==> src/sv/b3sa_pkg.sv <==
// Shared types and constants for the 3x3 box-sum peak finder.
package b3sa_pkg;

    localparam int MAX_WIDTH    = 1024;
    localparam int HEIGHT_LIMIT = 4096;
    localparam int PIXEL_BITS   = 16;
    localparam int COL_BITS     = $clog2(MAX_WIDTH);
    localparam int ROW_BITS     = $clog2(HEIGHT_LIMIT);
    localparam int COLSUM_BITS  = PIXEL_BITS + 2;
    localparam int SUM_BITS     = PIXEL_BITS + 4;
    localparam int WIDTH_BITS   = COL_BITS + 1;
    localparam int HEIGHT_BITS  = ROW_BITS + 1;
    localparam int CFG_IDX_BITS = 2;
    localparam int CFG_DATA_BITS = HEIGHT_BITS;
    localparam int LINE_BITS    = 2 * PIXEL_BITS;

    localparam logic signed [SUM_BITS-1:0] SUM_FLOOR = -SUM_BITS'(256);

    localparam logic [CFG_IDX_BITS-1:0] CFG_FRAME_WIDTH  = CFG_IDX_BITS'(0);
    localparam logic [CFG_IDX_BITS-1:0] CFG_FRAME_HEIGHT = CFG_IDX_BITS'(1);

    localparam logic [WIDTH_BITS-1:0]  WIDTH_RESET  = WIDTH_BITS'(1024);
    localparam logic [HEIGHT_BITS-1:0] HEIGHT_RESET = HEIGHT_BITS'(1024);

    // One pixel in the compute stage, with its line-store reads
    typedef struct packed {
        logic signed [PIXEL_BITS-1:0] pixel;
        logic signed [PIXEL_BITS-1:0] p1;
        logic signed [PIXEL_BITS-1:0] p2;
        logic [COL_BITS-1:0]          col;
        logic [ROW_BITS-1:0]          row;
        logic                         x_ge1;
        logic                         x_last;
        logic                         y_ge1;
        logic                         y_ge2;
        logic                         y_last;
    } item_t;

    typedef struct packed {
        logic signed [SUM_BITS-1:0] sum;
        logic [COL_BITS-1:0]        col;
        logic [ROW_BITS-1:0]        row;
        logic                       hit;
    } tracker_t;

    localparam tracker_t TRACKER_RESET = '{sum: SUM_FLOOR, col: '0, row: '0, hit: 1'b0};

endpackage

==> src/sv/b3sa_core.sv <==
// Compute stage: column-sum window, 3x3 sums and the two peak trackers.
module b3sa_core (
    input  logic                aclk,
    input  logic                aresetn,
    input  logic                restart,
    input  logic                adv,
    input  b3sa_pkg::item_t     item,
    output b3sa_pkg::tracker_t  main_next,
    output b3sa_pkg::tracker_t  tail_next
);
    import b3sa_pkg::*;

    logic signed [COLSUM_BITS-1:0] cw_reg [4];
    logic signed [COLSUM_BITS-1:0] cw_next [4];
    tracker_t                      main_reg, tail_reg;
    logic signed [PIXEL_BITS-1:0]  p1g, p2g;
    logic signed [COLSUM_BITS-1:0] a, b;
    logic signed [SUM_BITS-1:0]    s_main_mid, s_main_end, s_tail_mid, s_tail_end;
    logic [ROW_BITS-1:0]           row_up;
    logic [COL_BITS-1:0]           col_left;
    tracker_t                      main_mid;
    tracker_t                      tail_mid;

    function automatic tracker_t offer(input tracker_t t, input logic en,
                                       input logic signed [SUM_BITS-1:0] s,
                                       input logic [COL_BITS-1:0] c,
                                       input logic [ROW_BITS-1:0] r);
        tracker_t o;
        o = t;
        if (en && (s > $signed(t.sum))) begin
            o.sum = s;
            o.col = c;
            o.row = r;
            o.hit = 1'b1;
        end
        return o;
    endfunction

    always_comb begin
        p1g = item.y_ge1 ? item.p1 : '0;
        p2g = item.y_ge2 ? item.p2 : '0;
        a   = COLSUM_BITS'(item.pixel) + COLSUM_BITS'(p1g) + COLSUM_BITS'(p2g);
        b   = COLSUM_BITS'(item.pixel) + COLSUM_BITS'(p1g);

        s_main_mid = SUM_BITS'(cw_reg[0]) + SUM_BITS'(cw_reg[1]) + SUM_BITS'(a);
        s_main_end = SUM_BITS'(cw_reg[1]) + SUM_BITS'(a);
        s_tail_mid = SUM_BITS'(cw_reg[2]) + SUM_BITS'(cw_reg[3]) + SUM_BITS'(b);
        s_tail_end = SUM_BITS'(cw_reg[3]) + SUM_BITS'(b);

        row_up   = item.row - ROW_BITS'(1);
        col_left = item.col - COL_BITS'(1);

        // left neighbor's center first, then the row's last center
        main_mid  = offer(main_reg, item.y_ge1 && item.x_ge1, s_main_mid, col_left, row_up);
        main_next = offer(main_mid, item.y_ge1 && item.x_last, s_main_end, item.col, row_up);
        tail_mid  = offer(tail_reg, item.y_last && item.x_ge1, s_tail_mid, col_left, item.row);
        tail_next = offer(tail_mid, item.y_last && item.x_last, s_tail_end, item.col,
                          item.row);

        if (item.x_last) begin
            for (int i = 0; i < 4; i++) begin
                cw_next[i] = '0;
            end
        end else begin
            cw_next[0] = cw_reg[1];
            cw_next[1] = a;
            cw_next[2] = cw_reg[3];
            cw_next[3] = b;
        end
    end

    always_ff @(posedge aclk) begin
        if (!aresetn || restart) begin
            for (int i = 0; i < 4; i++) begin
                cw_reg[i] <= '0;
            end
            main_reg <= TRACKER_RESET;
            tail_reg <= TRACKER_RESET;
        end else if (adv) begin
            for (int i = 0; i < 4; i++) begin
                cw_reg[i] <= cw_next[i];
            end
            if (item.x_last && item.y_last) begin
                main_reg <= TRACKER_RESET;
                tail_reg <= TRACKER_RESET;
            end else begin
                main_reg <= main_next;
                tail_reg <= tail_next;
            end
        end
    end
endmodule

==> config.mk <==
export PLATFORM = sky130hd
export DESIGN_NAME = b3sa_core
export DESIGN_NICKNAME = d
export VERILOG_FILES = /design/src/sv/b3sa_pkg.sv /design/src/sv/b3sa_core.sv
export SDC_FILE = /design/constraint.sdc
export NUM_CORES = 1
export LEC_CHECK = 0
export ABC_AREA = 1
export BUFFER_PORTS_ARGS = -buffer_cell sky130_fd_sc_hd__buf_2
export CELL_PAD_IN_SITES_DETAIL_PLACEMENT = 1
export CELL_PAD_IN_SITES_GLOBAL_PLACEMENT = 1
export CORE_MARGIN = 5
export CORE_UTILIZATION = 40
export DETAILED_ROUTE_END_ITERATION = 7
export GPL_ROUTABILITY_DRIVEN = 0
export GPL_TIMING_DRIVEN = 0
export PLACE_DENSITY = 0.85
export REMOVE_ABC_BUFFERS = 1
export SETUP_SLACK_MARGIN = 0.2
export SYNTH_ARGS = -nofsm -noshare
export SYNTH_HDL_FRONTEND = slang
export SYNTH_SLANG_ARGS = --single-unit
export TNS_END_PERCENT = 50
==> constraint.sdc <==
create_clock -name aclk -period 9.6 [get_ports aclk]
set_input_delay 0.96 -clock aclk [delete_from_list [all_inputs] [get_ports aclk]]
set_output_delay 0.96 -clock aclk [all_outputs]
set_load 0.01 [all_outputs]
# After elaboration in Yosys (flattened, before gate mapping)
# Memories as Yosys holds them, arrays and structs flattened.
# Cells that the tools add are included.
# classes
n_addsub,10
n_lt_le_gt_ge,4
mux,18
bitwise_logic,4
n_reduce_logical,10
# ops
op,n
$mux 43,6
$mux 18,4
$mux 72,1
$add 18x18->19,3
$gt 19x20->1,2
$gt 20x20->1,2
$mux 16,2
$add 19x17->20,1
$add 19x18->20,1
$add 18x17->19,1
$add 17x16->18,1
$add 16x16->17,1
$sub 12x1->12 const B,1
$sub 10x1->10 const B,1
$logic_and 1x1->1,8
$mux 1,5
$or 1x1->1,4
$logic_not 1->1,1
$logic_or 1x1->1,1
# word_totals
regBits,86
mem_bits_rw,72
output_inout_bits,86
wordCells,55
n_memories,1
# mem_list
memory,words,width,rd,rd_ports_with_merged_regs,wr,line,source
cw_reg,4,18,4,0,4,b3sa_core.sv:13,logic signed [COLSUM_BITS-1:0] cw_reg [4];

# Longest topological paths before layout
# depth
depth_word,11
mapped_depth,65

# Least setup slack after synthesis
# OpenSTA, ideal clock, no wires.
# synth_path
path_kind,input port to output port
from,input item[2] (netlist bit)
to,output main_next[26] (netlist bit)
t_arrival_ps,9065
required_time_ps,8640
path_slack_ps,-425
cell_stages,59
path_buffers,5
path_cell_list,clkbuf_1 -> clkbuf_1 -> nand2_1 -> inv_1 -> ha_1 -> inv_1 -> fa_1 -> inv_1 -> a31oi_1 -> o21ai_0 -> xor2_1 -> ha_1 -> nand2_1 -> nor3_1 -> nand2_1 -> o211ai_1 -> nand2_1 -> nor2_1 -> [... 23 more ...] -> nand2_1 -> nor2_2 -> inv_2 -> buf_4 -> nand2_1 -> nand2_1 -> ha_1 -> nand4_1 -> nor2_1 -> nor4b_2 -> nand2_1 -> nand3_1 -> nand2_1 -> nand2_1 -> nand2_2 -> buf_2 -> buf_2 -> a21boi_0
# synth_rtl
element,line,source
from (decl),b3sa_core.sv:7,"input b3sa_pkg::item_t item,"
to (decl),b3sa_core.sv:8,"output b3sa_pkg::tracker_t main_next,"

==> results.sh <==
export IMPL_run_status="finished with violations"
export IMPL_violations="negative setup slack"
export IMPL_num_fill_cells=4798
export IMPL_cp_required_ns=8.64
export IMPL_nets=2961
export IMPL_slowest_delay_ns=0.50
export IMPL_crit_end="main_next[23]"
export IMPL_p_int_uw=2667
export IMPL_hp_class="register to register"
export IMPL_synth_avg_cell_area_um2=6.872
export IMPL_synth_top_area_share_pct=14.30
export IMPL_critPathArrivalTime_ns=10.35
export IMPL_post_route_worst_setup_slack_ns=-1.705
export IMPL_cp_startpoint="item[2]"
export IMPL_synth_edf_count=70
export IMPL_vias=18853
export IMPL_p_sw_uw=2881
export IMPL_yosysMostFrequentCell="nand2_1"
export IMPL_cts_hold_buf=0
export IMPL_ios=165
export IMPL_drt_iter0_markers=1498
export IMPL_ant_nets=0
export IMPL_dieWidth_um=211.1
export IMPL_drc=0
export IMPL_wl_mm=80.70
export IMPL_critPathMaxFanout=22
export IMPL_rrSetupSlack_ns=1.84
export IMPL_clk_latency_ns=0.51
export IMPL_cellPowerDensity_nw_per_um2=243.7
export IMPL_area_growth_pct=40.68
export IMPL_max_slew_margin_pct=13.13
export IMPL_grt_antenna_before_repair=3
export IMPL_power_uw=5547
export IMPL_yosys_top_cells_count="nand2_1 (604), inv_1 (440), ha_1 (185)"
export IMPL_fin_skew_ns=0.01846
export IMPL_synth_top_area_cell="ha_1"
export IMPL_ys_seq_elements=156
export IMPL_die_h_um=211.1
export IMPL_ys_warnings_count=0
export IMPL_grt_max_degree=98
export IMPL_synth_ff_type="dfxtp_1"
export IMPL_core_rowCount=73
export IMPL_ctsRootBufferMaster="clkbuf_16"
export IMPL_drv_cap=0
export IMPL_grt_pass1_wl_mm=95.86
export IMPL_synthDistinctLibCells=62
export IMPL_netlist_area_um2=16180
export IMPL_async_flop_share_pct=0
export IMPL_slew_violations=0
export IMPL_seq_area_frac_synth_pct=23.63
export IMPL_clkPwrFrac_pct=13.6
export IMPL_largest_register_ffs=70
export IMPL_tightest_slew_ns=1.302
export IMPL_min_period_ns=11.31
export IMPL_setup_viol=129
export IMPL_dp_hpwl_mm=41.42
export IMPL_p_comb_share_pct=73.0
export IMPL_coreArea_um2=39910
export IMPL_holdWs_ns=0.4580
export IMPL_dr_pass1_iters=8
export IMPL_crit_path_start_kind="input pin"
export IMPL_start_util_pct=40.54
export IMPL_worst_r2r_path_depth=42
export IMPL_peakVddDrop_uv=147.0
export IMPL_swShare_pct=51.93
export IMPL_grt_setup_unrepaired="yes"
export IMPL_clockBufferDepth=2
export IMPL_clock_sinks=156
export IMPL_pwr_share_seq_pct=13.5
export IMPL_fin_setup_tns_ns=-127.81
export IMPL_regToRegStartpoint="cw_reg[3][5]"
export IMPL_grt_use_total_pct=26.84
export IMPL_drive_gt1_share_pct=30.63
export IMPL_clk_pin_slew_worst_paths_ns=0.07
export IMPL_htree_levels=4
export IMPL_routedWlPerCell_um=25.24
export IMPL_numCtsBuffers=17
export IMPL_post_synth_main_area_contributors="ha_1 (14%), nand2_1 (14%), edfxtp_1 (13%)"
export IMPL_max_clock_freq_mhz=88.45
export IMPL_finalHoldViolations=0
export IMPL_fin_crit_sh_pct=117.8
export IMPL_criticalPathCategory="input pin to output pin"
export IMPL_grt_pass1_vias=18300
export IMPL_viasPerCell=5.895
export IMPL_die_area_um2=44580
export IMPL_cts_tree="done"
export IMPL_power_leakage_uw=0.01159
export IMPL_portBuffers=164
export IMPL_syn_inst=2355
export IMPL_worst_path_max_delay_cell="fa_1"
export IMPL_end_kind="output pin"
export IMPL_reg2reg_to="tail_reg[11]"
export IMPL_overflow=0
## metal layers
metal | wire length, um | global-route usage (%) | part of all wire (%)
met3 | 5521 | 4.248 | 6.8
met2 | 39890 | 47.91 | 49
met1 | 29200 | 32.05 | 36
met4 | 6082 | 11.18 | 7.5
met5 | 13 | 0 | 0.016
## how the worst min path moves through the flow
stage	start	to	slack [ns]	cells after the start
6_report	tail_reg[19]	tail_reg[19]	0.46	2
4_1_cts	tail_reg[15]	tail_reg[15]	0.46	2
5_1_grt	tail_reg[15]	tail_reg[15]	0.47	2
3_3_place_gp	tail_reg[13]	tail_reg[13]	0.43	2
3_5_place_dp	tail_reg[15]	tail_reg[15]	0.44	2
2_1_floorplan	tail_reg[13]	tail_reg[13]	0.42	2
## per-stage QoR
stage | cell area [um^2] | instances | setup WS (ns) | utilization [%]
after global placement | 17320 | 2984 | -5.097 | 43.40
after detailed placement | 17450 | 2988 | -4.801 | 43.71
after floorplan | 15850 | 2295 | -1.194 | -
final | 22770 | 3198 | -1.705 | 57.04
after CTS | 19630 | 3095 | -0.8922 | 49.17
after global routing | 22760 | 3196 | -1.874 | 57.02
## cell usage in the layout (no fill, tap or decap), types with 37 or more instances in the layout
master,count
a21oi_1,110
buf_2,112
buf_4,112
buf_6,73
dfxtp_1,86
edfxtp_1,70
fa_1,37
ha_1,133
ha_4,45
inv_1,420
nand2_1,473
nand2_2,98
nand2_4,49
nand3_1,92
nor2_1,122
o21ai_0,89
xor2_1,57
## layout make-up
cell class | instances | area, um^2 | area share [%]
timing repair inverter | 9 | 146.4 | 0.6430
inverter | 449 | 1763 | 7.744
timing repair buffer | 324 | 2784 | 12.23
antenna | 2 | 5.005 | 0.02198
multi-input combinational | 1701 | 12990 | 57.04
clock buffer | 24 | 535.5 | 2.352
sequential | 156 | 3824 | 16.80
clock inverter | 8 | 66.31 | 0.2913
tap | 525 | 656.9 | 2.885
## critical path: cells and delay by family
family	cells	cell delay, ns
and+or+nand+nor	24	3.17
adders and majority gates	7	2.12
buffers and inverters	15	1.69
AOI/OAI and AO/OA	8	1.44
xor gates and xnor gates	3	0.91
## power groups by stage
stage | clock network (uW) | registers, uW | logic [uW]
CTS | 736 | 744 | 2900
floorplan | 0 | 753 | 1680
global route | 776 | 750 | 4250
global placement | 0 | 757 | 2330
finish | 752 | 749 | 4050
detailed placement | 0 | 758 | 2450
## kinds of logic after synthesis
logic type                 count (synthesis)  share of synthesized area (%)
and+or+nand+nor                         1004                          26.49
xor gates and xnor gates                  92                          5.118
adders and majority gates                224                          19.13
buffers and inverters                    509                          12.52
DFF                                      156                          23.63
AOI/OAI and AO/OA                        370                          13.12
## timing repair
action / 4_1_cts / 5_1_grt
gates cloned: 8 / 16
setup buffers: 67 / 85
endpoints found under the hold margin: 0 / 0
pin swaps: 68 / 175
resized for setup: 200 / 491
endpoints found under the setup margin: 172 / 172
(Power assumes the default switching activity.)
